## config.mk

```make
export PLATFORM = sky130hd
export DESIGN_NAME = deq_cell
export DESIGN_NICKNAME = d
export VERILOG_FILES = /design/src/hw/rtl/deq_pkg.sv /design/src/hw/rtl/deq_cell.sv
export SDC_FILE = /design/constraint.sdc
export NUM_CORES = 1
export LEC_CHECK = 0
export BUFFER_PORTS_ARGS = -buffer_cell sky130_fd_sc_hd__buf_2
export CORE_ASPECT_RATIO = 1.1
export CORE_UTILIZATION = 45
export CTS_CLUSTER_SIZE = 10
export DETAILED_ROUTE_END_ITERATION = 10
export HOLD_SLACK_MARGIN = 0.03
export PLACE_DENSITY = 0.85
export SLEW_MARGIN = 15
export SYNTH_ARGS = -nofsm -noshare
export SYNTH_HDL_FRONTEND = slang
export SYNTH_SLANG_ARGS = --single-unit
```

## constraint.sdc

```tcl
create_clock -name clk_i -period 7 [get_ports clk_i]
set_input_delay 1.05 -clock clk_i [delete_from_list [all_inputs] [get_ports clk_i]]
set_output_delay 1.05 -clock clk_i [all_outputs]
set_load 0.02 [all_outputs]
```

## src/hw/rtl/deq_pkg.sv

```systemverilog
// Shared types and constants for the double-ended queue unit.
package deq_pkg;

  // Default geometry
  localparam int DEPTH_DEFAULT      = 64;
  localparam int DATA_WIDTH_DEFAULT = 32;

  // Fixed port field widths
  localparam int VALUE_W = 32;
  localparam int OP_W    = 3;

  // Operation codes carried on the input tuser
  localparam logic [OP_W-1:0] OP_PUSH_FRONT = 3'd0;
  localparam logic [OP_W-1:0] OP_PUSH_BACK  = 3'd1;
  localparam logic [OP_W-1:0] OP_POP_FRONT  = 3'd2;
  localparam logic [OP_W-1:0] OP_POP_BACK   = 3'd3;
  localparam logic [OP_W-1:0] OP_DUMP_FWD   = 3'd4;
  localparam logic [OP_W-1:0] OP_DUMP_BWD   = 3'd5;

  // Command broadcast to every cell of the chain
  typedef enum logic [2:0] {
    CMD_HOLD,
    CMD_PUSH_FRONT,
    CMD_PUSH_BACK,
    CMD_POP_FRONT,
    CMD_POP_BACK,
    CMD_ROT_LEFT,
    CMD_ROT_RIGHT
  } cell_cmd_e;

endpackage

```

## src/hw/rtl/deq_cell.sv

```systemverilog
// One storage cell of the deque chain: a word, its valid bit, neighbor links.
module deq_cell #(
  parameter int DATA_WIDTH = deq_pkg::DATA_WIDTH_DEFAULT
) (
  input  logic                  clk_i,
  input  logic                  rst_ni,
  input  deq_pkg::cell_cmd_e    cmd_i,
  input  logic [DATA_WIDTH-1:0] left_data_i,   // toward the front
  input  logic                  left_valid_i,
  input  logic [DATA_WIDTH-1:0] right_data_i,  // toward the back
  input  logic                  right_valid_i,
  input  logic [DATA_WIDTH-1:0] push_data_i,   // word for a back push
  input  logic [DATA_WIDTH-1:0] wrap_data_i,   // front word, for left rotation
  output logic [DATA_WIDTH-1:0] data_o,
  output logic                  valid_o,
  output logic                  tail_o
);

  logic [DATA_WIDTH-1:0] data_q, data_d;
  logic                  valid_q, valid_d;

  // Next-state selection per command
  always_comb begin
    data_d  = data_q;
    valid_d = valid_q;
    unique case (cmd_i)
      deq_pkg::CMD_PUSH_FRONT: begin
        data_d  = left_data_i;
        valid_d = left_valid_i;
      end
      deq_pkg::CMD_PUSH_BACK: begin
        // first empty cell behind an occupied one takes the word
        if (!valid_q && left_valid_i) begin
          data_d  = push_data_i;
          valid_d = 1'b1;
        end
      end
      deq_pkg::CMD_POP_FRONT: begin
        data_d  = right_data_i;
        valid_d = right_valid_i;
      end
      deq_pkg::CMD_POP_BACK: begin
        if (valid_q && !right_valid_i) begin
          valid_d = 1'b0;
        end
      end
      deq_pkg::CMD_ROT_LEFT: begin
        // tail cell takes the old front word
        if (valid_q) begin
          data_d = right_valid_i ? right_data_i : wrap_data_i;
        end
      end
      deq_pkg::CMD_ROT_RIGHT: begin
        if (valid_q) begin
          data_d = left_data_i;
        end
      end
      default: begin
      end
    endcase
  end

  // Valid bit
  always_ff @(posedge clk_i or negedge rst_ni) begin
    if (!rst_ni) begin
      valid_q <= 1'b0;
    end else begin
      valid_q <= valid_d;
    end
  end

  // Stored word, no reset
  always_ff @(posedge clk_i) begin
    data_q <= data_d;
  end

  assign data_o  = data_q;
  assign valid_o = valid_q;
  assign tail_o  = valid_q && !right_valid_i;

endmodule

```

# [After elaboration in Yosys (flattened, before gate mapping)]
# Index checks and enable logic that the tools add are counted.
[classes] reduce_logical=8 eq_ne=10 mux=8
[ops] op="$pmux 32 s5" count=1
[ops] op="$mux 32" count=4
[ops] op="$eq 3x3->1 const B" count=3
[ops] op="$ne 2x2->1 const B" count=4
[ops] op="$eq 3x2->1 const B" count=2
[ops] op="$reduce_bool 5->1" count=1
[ops] op="$pmux 1 s4" count=1
[ops] op="$reduce_and 4->1" count=1
[ops] op="$reduce_bool 4->1" count=1
[ops] op="$eq 3x1->1 const B" count=1
[ops] op="$reduce_and 3->1" count=1
[ops] op="$logic_and 1x1->1" count=2
[ops] op="$logic_not 1->1" count=2
[ops] op="$mux 1" count=2
[word_totals] out_inout_bits=34 elab_cells=28 ff_bits=33 inputBits=135

# [Longest topological paths before layout]
# Gate-level depths: netlist of run 1.
[depth] depth_word=4 depth_mapped=6 mapped_depth_nobuf=3

# [Worst setup path before layout of run 1]
# OpenSTA, ideal clock, no wires.
[synth_timing] path_kind="input-to-reg" from="input port cmd_i[2]" to="register data_q[0], in the netlist data_o[0], enable pin" required_time_ps=6520 path_buffers=2 path_stages=5 setup_ps=480 path_slack_ps=2463 t_arrival_ps=4057 path_cell_list="buf_4 > inv_1 > buf_2 > o22ai_1 > a311oi_1"
[synth_between] elab_chain_len=3 elab_cells_between_ends=10 classes_between="eq/ne (8); reduce/logical (2)"
[synth_lines] element="start: declaration" line_no="deq_cell.sv:7" rtl="input deq_pkg::cell_cmd_e cmd_i,"
[synth_lines] element="$eq 3x3->1, or another cell as far along" line_no="deq_cell.sv:26" rtl="unique case (cmd_i)"
[synth_lines] element="$reduce_bool 5->1 (no source line) / $ne 2x2->1 (equally long branches)"
[synth_lines] element="$reduce_and 4->1 (no source line) (*)"
[synth_lines] element="end signal: assignment" line_no="deq_cell.sv:74" rtl="data_q <= data_d;"
[synth_lines] element="end: declaration" line_no="deq_cell.sv:19" rtl="logic [DATA_WIDTH-1:0] data_q, data_d;"
# Every way passes the cells marked *; elsewhere a longest branch is shown, timed or not.
# A chain may end at the register's enable or synchronous reset.

# [Worst setup path after layout of run 1]
[layout_timing] from="input port cmd_i[2]" to="register data_q[29], in the netlist data_o[29], enable pin"
# Same word-level chain as after synthesis.

==> flow_metrics.env, run 1 <==
export IMPL_status="completed"
export IMPL_synth_area_um2=2386
export IMPL_gr_total_overflow=0
export IMPL_synth_top_area_frac=0.4027
export IMPL_crit_path_cell_trace="buf_2 -> inv_1 -> o22ai_1 -> a311oi_4 -> buf_4"
export IMPL_finalSetupViolCount=0
export IMPL_max_stage_delay_ns=0.68
export IMPL_postSynthAreaPerCell_um2=11.15
export IMPL_power_frac_comb=0.324
export IMPL_io_buffers=168
export IMPL_cp_required_ns=6.95
export IMPL_seq_area_frac_synth=0.4132
export IMPL_cts_resized=0
export IMPL_drt_wl_total_um=7482
export IMPL_async_reset_ff_frac=0.03030
export IMPL_grt_pass1_wl_um=11420
export IMPL_routabilityCongestion=0.8193
export IMPL_vias=2639
export IMPL_critPathBufInv=3
export IMPL_ys_top_cells_by_count="o22ai_1, edfxtp_1, mux2i_1, a221oi_1"
export IMPL_initial_core_util=0.4709
export IMPL_r2r_start="valid_o"
export IMPL_switching_power_uw=179.6
export IMPL_drt_iter0_markers=326
export IMPL_worstHoldPathType="input pin to async pin"
export IMPL_r2r_end="data_o[29]"
export IMPL_tns_ns=0
export IMPL_ir_drop_mv=0.1106
export IMPL_r2r_slack_ns=4.89
export IMPL_cts_tree="yes"
export IMPL_track_usage=0.2606
export IMPL_max_freq_mhz=302.2
export IMPL_die_width_um=71.43
export IMPL_ant_nets=0
export IMPL_firstDrtPassIters=5
export IMPL_pwr_share_seq=0.432
export IMPL_p_leak_nw=1.461
export IMPL_nFillCells=429
export IMPL_p_per_area_nw_per_um2=181.6
export IMPL_holdBufCountCts=0
export IMPL_area_growth_syn_to_layout_pct=36.18
export IMPL_worst_ep_arrival_time_ns=3.26
export IMPL_dp_hpwl_um=5355
export IMPL_yosysWarnings=0
export IMPL_yosysMostFrequentCell="o22ai_1"
export IMPL_cts_sinks=33
export IMPL_core_area_um2=5067
export IMPL_fp_dieH_um=78.37
export IMPL_synth_nets=349
export IMPL_crit_type="input pin to flop"
export IMPL_cap_violations=0
export IMPL_synth_seq_cells=33
export IMPL_fin_skew_ns=0.002847
export IMPL_clk_latency_ns=0.27
export IMPL_switching_share=0.3043
export IMPL_cts_root_buffer="clkbuf_8"
export IMPL_synth_area_leaders="edfxtp_1, mux2i_1, o22ai_1, a221oi_1, a222oi_1"
export IMPL_end_kind="flop"
export IMPL_min_period_ns=3.309
export IMPL_clkPwrFrac=0.243
export IMPL_start_kind="input pin"
export IMPL_ys_types=34
export IMPL_antenna_found_initial=0
export IMPL_clock_path_buffers=2
export IMPL_slowest_stage="a311oi_4"
export IMPL_synthFlopType="edfxtp_1"
export IMPL_yosysTopAreaCell="edfxtp_1"
export IMPL_p_total_uw=590.2
export IMPL_final_max_slew_violation_count=0
export IMPL_rows=27
export IMPL_ios=169
export IMPL_diodes=0
export IMPL_grt_pass1_vias=2478
export IMPL_relSlewSlack=0.3526
export IMPL_cp_top_family="buffers and inverters"
export IMPL_postCtsSetupRepairBufs=0
export IMPL_clk_pin_slew_worst_paths_ns=0.06
export IMPL_htree_levels=2
export IMPL_synth_edf_count=32
export IMPL_drc=0
export IMPL_fin_nets=499
export IMPL_grt_max_degree=36
export IMPL_hold_violations=0
export IMPL_multi_input_area_um2=1241
export IMPL_cts_buffers=5
export IMPL_worst_pin_slew_ns=0.9710
export IMPL_cp_max_fo=24
export IMPL_wl_per_cell_um=17.69
export IMPL_fin_crit_sh=0.4727
export IMPL_vias_per_cell=6.239
export IMPL_seqCellArea_um2=985.9
export IMPL_ff2ff_path_depth=4
export IMPL_rsz0062_at_grt="no"
export IMPL_internal_power_uw=410.6
export IMPL_netlist_instances=214
export IMPL_drive_gt1_frac=0.5260
export IMPL_die_area_um2=5598
[placed cells by master, fill, tap and decap left out, types with 6 or more instances in the layout]
cell type  instances
buf_2            168
o22ai_1           35
edfxtp_1          32
mux2i_1           24
a221oi_1          17
a22oi_1           12
a222oi_1          12
o21ai_1           10
mux2_2             7
clkbuf_8           6
[cells by family (layout without fill, tap and decap cells)]
family | count (synthesis) | count (layout) | synth area share
AO/OA/AOI/OAI | 100 | 100 | 0.3078
buffers and inverters | 29 | 180 | 0.07446
flip-flops | 33 | 33 | 0.4132
multiplexers | 36 | 36 | 0.1652
AND/OR/NAND/NOR | 16 | 16 | 0.03932
[how the worst max path moves through the flow]
stage / start / to / slack [ns] / cells past startpoint
finish: cmd_i[2] / data_o[29] / 3.69 / 5
floorplan: cmd_i[2] / data_o[0] / 2.46 / 5
CTS: cmd_i[2] / data_o[29] / 3.68 / 5
global route: cmd_i[2] / data_o[8] / 3.54 / 5
detailed placement: cmd_i[2] / data_o[21] / 3.39 / 5
global placement: cmd_i[2] / data_o[21] / 3.51 / 5
[power groups by stage]
stage / clock [mW] / sequential, mW / combinational [mW]
2_1_floorplan: 0 / 0.290 / 0.0835
3_3_place_gp: 0 / 0.259 / 0.185
3_5_place_dp: 0 / 0.259 / 0.190
4_1_cts: 0.147 / 0.255 / 0.190
5_1_grt: 0.155 / 0.257 / 0.205
6_report: 0.144 / 0.255 / 0.191
[per-layer routing]
| metal | part of all wire | up-vias | global-route usage |
|---|---|---|---|
| met3 | 0.082 | 28 | 0.05905 |
| met4 | 0.033 | 0 | 0.1340 |
| met5 | 0 | - | 0 |
| met2 | 0.49 | 175 | 0.4400 |
| li1 | - | 1217 | - |
| met1 | 0.39 | 1219 | 0.3079 |
[registers in the layout (all words and copies together), names as in the netlist]
signal   count
valid_o      1
data_o      32
[through the flow]
stage	setup WS [ns]	util	instance area (µm²)	hold slack (ns)	instances
finish	3.691	0.6412	3249	0.5451	423
global placement	3.507	0.6232	3158	0.6619	415
floorplan	2.463	-	2386	0.7396	214
global route	3.535	0.6412	3249	0.5308	423
CTS	3.685	0.6410	3248	0.5380	423
detailed placement	3.390	0.6232	3158	0.7089	415
[area by class of cell]
cell class	count	area share
tap	58	0.02233
inverter	3	0.003466
clock buffer	8	0.02772
timing repair buffer	169	0.2611
sequential	33	0.3034
multi-input combinational	152	0.3820
(Power assumes the default switching activity.)
==> inputs of run 2 (changes only) <==
Settings changed: CORE_UTILIZATION 45 to 42, PLACE_DENSITY 0.85 to 0.8.
Clock period 7 ns to 3.3 ns, I/O delays scaled along.
==> run 2 against run 1 <==
  * Sequential power increased by 110%
  * Register-to-register slack got worse by 3.5 ns
  * Final area increased by 2.1%
  * Wire length increased by 1.4%
  * Worst hold slack got worse by 0.017 ns
  * Flip-flop and latch count unchanged
  * Highest routed layer unchanged
==> flow_metrics.env, run 2 (same netlist as run 1, synthesis figures left out) <==
export IMPL_htree_levels=2
export IMPL_gr_total_overflow=0
export IMPL_layout_commonest_cell="buf_2"
export IMPL_ff2ff_path_depth=4
export IMPL_hold_violations=0
export IMPL_ant_nets=0
export IMPL_fin_nets=505
export IMPL_initial_core_util=0.4394
export IMPL_drt_wl_total_um=7589
export IMPL_r2r_start="valid_o"
export IMPL_worst_ep_arrival_time_ns=2.02
export IMPL_cts_sinks=33
export IMPL_max_stage_delay_ns=0.64
export IMPL_p_per_area_nw_per_um2=379.6
export IMPL_fp_dieH_um=81.05
export IMPL_ios=169
export IMPL_area_growth_syn_to_layout_pct=39.01
export IMPL_core_area_um2=5430
export IMPL_die_width_um=73.87
export IMPL_clock_path_buffers=2
export IMPL_drc=0
export IMPL_cp_depth=4
export IMPL_antenna_found_initial=0
export IMPL_grt_pass1_vias=2425
export IMPL_start_kind="input pin"
export IMPL_worstSetupEndpoint="data_o[13]"
export IMPL_relSlewSlack=0.4851
export IMPL_end_kind="flop"
export IMPL_critPathLaunch="cmd_i[2]"
export IMPL_wl_per_cell_um=17.02
export IMPL_r2r_slack_ns=1.39
export IMPL_cts_root_buffer="clkbuf_8"
export IMPL_place_area_um2=3217
export IMPL_rsz0062_at_grt="no"
export IMPL_critPathBufInv=2
export IMPL_final_max_slew_violation_count=0
export IMPL_crit_type="input pin to flop"
export IMPL_cp_top_family="buffers and inverters"
export IMPL_hold_slack_ns=0.5282
export IMPL_cp_max_fo=24
export IMPL_largest_reg_flops=32
export IMPL_cts_buffers=5
export IMPL_layout_common_cells="buf_2, o22ai_1, edfxtp_1"
export IMPL_worstHoldPathType="input pin to flop"
export IMPL_finalSetupViolCount=0
export IMPL_cp_required_ns=3.28
export IMPL_slowest_stage="a311oi_4"
export IMPL_tns_ns=0
export IMPL_r2r_end="data_o[13]"
export IMPL_crit_path_cell_trace="buf_2 -> nor3_1 -> a311oi_4 -> buf_4"
export IMPL_dp_hpwl_um=5533
export IMPL_ir_drop_mv=0.1807
export IMPL_firstDrtPassIters=4
export IMPL_max_freq_mhz=490.4
export IMPL_routabilityCongestion=0.8050
export IMPL_drive_gt1_frac=0.5283
export IMPL_worst_pin_slew_ns=0.7690
export IMPL_cap_violations=0
export IMPL_final_cell_area_um2=3317
export IMPL_fin_crit_sh=0.6179
export IMPL_diodes=0
export IMPL_fin_skew_ns=0.003394
export IMPL_p_total_mw=1.259
export IMPL_nFillCells=463
export IMPL_die_area_um2=5987
export IMPL_drt_iter0_markers=193
export IMPL_vias_per_cell=5.962
export IMPL_rows=28
export IMPL_clk_pin_slew_worst_paths_ns=0.06
export IMPL_grt_max_degree=36
export IMPL_clk_latency_ns=0.28
export IMPL_io_buffers=168
export IMPL_p_leak_nw=1.490
export IMPL_min_period_ns=2.039
export IMPL_track_usage=0.2518
export IMPL_status="completed"
export IMPL_grt_pass1_wl_um=11200
export IMPL_cts_tree="yes"
export IMPL_vias=2659
==> run 2: changes by cell type in the layout (fill, tap and decap cells not counted) <==
cell	delta
buf_4	+5
and3b_2	-1
and3b_1	+1
dlygate4sd3_1	+1
==> run 2: report_power, final <==
group | total, mW | internal (mW) | switching (mW)
Combinational | 0.412 | 0.179 | 0.232
Sequential | 0.542 | 0.526 | 0.0152
Clock | 0.306 | 0.170 | 0.136
==> run 2: metrics by stage <==
| stage | std cells | worst slack, ns | util |
|---|---|---|---|
| after floorplan | 214 | 0.4330 | - |
| after global placement | 437 | 1.005 | 0.5924 |
| after detailed placement | 437 | 0.9600 | 0.5924 |
| after CTS | 446 | 1.247 | 0.6108 |
| after global routing | 446 | 1.152 | 0.6108 |
| final | 446 | 1.261 | 0.6108 |
==> run 2: how the worst min path moves through the flow <==
stage	cells past startpoint	startpoint	to	slack [ns]
CTS	3	push_data_i[7]	data_o[7]	0.52
global placement	1	rst_ni	valid_o	0.27
global route	2	rst_ni	valid_o	0.55
finish	3	push_data_i[2]	data_o[2]	0.53
floorplan	0	rst_ni	valid_o	0.20
detailed placement	1	rst_ni	valid_o	0.27
==> run 2: tightest hold or removal path, cell delays in order <==
cell,delay (ns)
buf_2,0.08
a222oi_1,0.05
o21ai_1,0.07
==> run 2: final cells by class <==
cell class / count / area [µm²] / area share
clock buffer: 8 / 90.09 / 0.02716
inverter: 3 / 11.26 / 0.003395
multi-input combinational: 152 / 1240 / 0.3738
sequential: 33 / 985.9 / 0.2972
tap: 75 / 93.84 / 0.02829
timing repair buffer: 175 / 895.9 / 0.2701
==> run 2: timing repair <==
action / in CTS / in global routing
buffers inserted: 0 / 0
hold endpoints to repair: 1 / 0
resized for setup: 0 / 0
hold buffers: 1 / 0
==> run 2: layer usage <==
metal  global-route usage  wire (µm)
met2               0.4917       3892
met1               0.2616       2977
met5                    0          0
met4              0.07500        106
met3              0.05955        614
==> inputs of run 3 (changes only) <==
Settings changed: ABC_AREA from default to 1, CORE_UTILIZATION 42 to 41, PLACE_DENSITY 0.8 to 0.78.
Clock period 3.3 ns to 2.15 ns, I/O delays scaled along.
==> run 3 against run 2 <==
  * Clock-buffer cell count is 2 lower
  * Sequential power is 53% higher
  * Via count is 7.4% higher
  * Highest routed layer unchanged
  * Setup slack worse by 0.84 ns
  * Final area is 0.57% lower
  * Clock skew is 0.0011 ns higher
  * Critical path depth is 1 higher
==> flow_metrics.env, run 3 <==
export IMPL_tns_ns=0
export IMPL_layout_commonest_cell="nand2_1"
export IMPL_holdBufCountCts=1
export IMPL_diodes=0
export IMPL_clkPwrFrac=0.243
export IMPL_io_buffers=168
export IMPL_synth_nets=482
export IMPL_drt_wl_total_um=7131
export IMPL_grt_max_degree=33
export IMPL_fin_crit_sh=0.8026
export IMPL_worst_ep_arrival_time_ns=1.40
export IMPL_drc=0
export IMPL_firstDrtPassIters=4
export IMPL_final_max_slew_violation_count=0
export IMPL_ant_nets=0
export IMPL_ios=169
export IMPL_clk_pin_slew_worst_paths_ns=0.07
export IMPL_fin_skew_ns=0.004500
export IMPL_status="completed"
export IMPL_ir_drop_mv=0.3779
export IMPL_vias=2856
export IMPL_netlist_instances=347
export IMPL_seq_area_frac_synth=0.4161
export IMPL_clock_path_buffers=2
export IMPL_synth_seq_cells=33
export IMPL_cts_root_buffer="clkbuf_8"
export IMPL_worst_pin_slew_ns=0.5630
export IMPL_dp_hpwl_um=5319
export IMPL_min_period_ns=1.726
export IMPL_cts_tree="yes"
export IMPL_synth_edf_count=32
export IMPL_fp_dieH_um=81.74
export IMPL_final_cell_area_um2=3298
export IMPL_cts_resized=0
export IMPL_ff2ff_path_depth=6
export IMPL_cts_buffers=5
export IMPL_hold_violations=0
export IMPL_synth_top_area_frac=0.4055
export IMPL_ys_top_cells_by_count="nand2_1, edfxtp_1, nand4_1, nand3_1, nor2_1"
export IMPL_yosysTopAreaCell="edfxtp_1"
export IMPL_crit_type="input pin to output port"
export IMPL_gr_total_overflow=0
export IMPL_grt_use_met1=0.2452
export IMPL_cap_violations=0
export IMPL_synth_area_um2=2370
export IMPL_place_area_um2=3206
export IMPL_drive_gt1_frac=0.3706
export IMPL_largest_reg_flops=32
export IMPL_wl_per_cell_um=12.19
export IMPL_yosysMostFrequentCell="nand2_1"
export IMPL_cts_sinks=33
export IMPL_die_width_um=74.49
export IMPL_synth_area_leaders="edfxtp_1, nand2_1, nand4_1, buf_6, nand3_1"
export IMPL_relSlewSlack=0.6241
export IMPL_routabilityCongestion=0.8139
export IMPL_rsz0062_at_grt="no"
export IMPL_clk_latency_ns=0.28
export IMPL_postCtsSetupRepairBufs=0
export IMPL_worst_slack_ns=0.4243
export IMPL_switching_share=0.3223
export IMPL_vias_per_cell=4.882
export IMPL_internal_power_mw=1.256
export IMPL_initial_core_util=0.4336
export IMPL_switching_power_uw=597.5
export IMPL_hold_slack_ns=0.3186
export IMPL_p_leak_nw=1.770
export IMPL_grt_pass1_vias=2484
export IMPL_rows=28
export IMPL_postSynthAreaPerCell_um2=6.829
export IMPL_synthFlopType="edfxtp_1"
export IMPL_dp_cells=576
export IMPL_pwr_share_seq=0.448
export IMPL_grt_busiest_layer="met2"
export IMPL_place_ws_ns=0.2418
export IMPL_start_kind="input pin"
export IMPL_worstHoldPathType="input pin to flop"
export IMPL_ys_types=19
export IMPL_use_met3=0.03313
export IMPL_end_kind="output port"
export IMPL_core_area_um2=5465
export IMPL_area_growth_syn_to_layout_pct=39.18
export IMPL_cp_required_ns=1.83
export IMPL_grt_pass1_wl_um=10410
export IMPL_p_per_area_nw_per_um2=562.0
export IMPL_finalSetupViolCount=0
export IMPL_cp_max_fo=27
export IMPL_use_met2=0.4108
export IMPL_antenna_found_initial=0
export IMPL_power_frac_comb=0.309
export IMPL_layout_common_cells="nand2_1, buf_2, edfxtp_1"
export IMPL_drt_iter0_markers=121
export IMPL_htree_levels=2
export IMPL_max_freq_mhz=579.5
export IMPL_die_area_um2=6088
export IMPL_fin_nets=644
export IMPL_async_reset_ff_frac=0.03030
export IMPL_hold_depth=3
export IMPL_fin_cells=585
export IMPL_track_usage=0.2236
export IMPL_yosysWarnings=0
[run 3: area by class of cell]
| type | count | area [µm²] |
|---|---|---|
| fillers | 547 | 2167 |
| inverters | 19 | 71.32 |
| flip-flops and latches | 33 | 985.9 |
| multi-input cells | 276 | 1164 |
| well taps | 75 | 93.84 |
| clock buffers | 6 | 72.57 |
| repair buffers | 174 | 900.9 |
| clock inverters | 2 | 10.01 |
[run 3: metal layers]
metal / vias up / share of wire
met3: 19 / 0.065
met4: 0 / 0.027
met5: - / 0
met2: 123 / 0.53
li1: 1445 / -
met1: 1269 / 0.38
[run 3: power by group through the flow]
stage          clock, mW  combinational (mW)  sequential (mW)
2_1_floorplan          0               0.221            0.949
3_3_place_gp           0               0.564            0.844
3_5_place_dp           0               0.574            0.845
4_1_cts            0.464               0.577            0.831
5_1_grt            0.482               0.632            0.838
6_report           0.451               0.573            0.830
[run 3: cells by family after synthesis]
| family | count (synthesis) | share of synthesized area |
|---|---|---|
| flip-flops | 33 | 0.4160 |
| buffers and inverters | 38 | 0.09609 |
| AO/OA/AOI/OAI | 20 | 0.04330 |
| AND/OR/NAND/NOR | 256 | 0.4446 |
[run 3: through the flow]
stage               total power [mW]  utilization
global route                   1.952       0.6035
CTS                            1.872       0.6035
global placement               1.408       0.5865
detailed placement             1.418       0.5865
floorplan                      1.170            -
finish                         1.854       0.6035
[run 3: critical path, cell delays in order]
cell	delay (ns)
buf_2	0.40
inv_2	0.31
nand2_1	0.16
inv_1	0.04
buf_2	0.15
[run 3: final timing paths]
path	from	slack (ns)	end
worst max-delay path	right_valid_i	0.42	tail_o
worst min-delay path	left_data_i[20]	0.32	data_o[20]
worst max register to register	valid_o	0.71	data_o[9]
worst min register to register	valid_o	0.56	valid_o
max in group asynchronous	rst_ni	1.72	valid_o
min in group asynchronous	rst_ni	0.34	valid_o
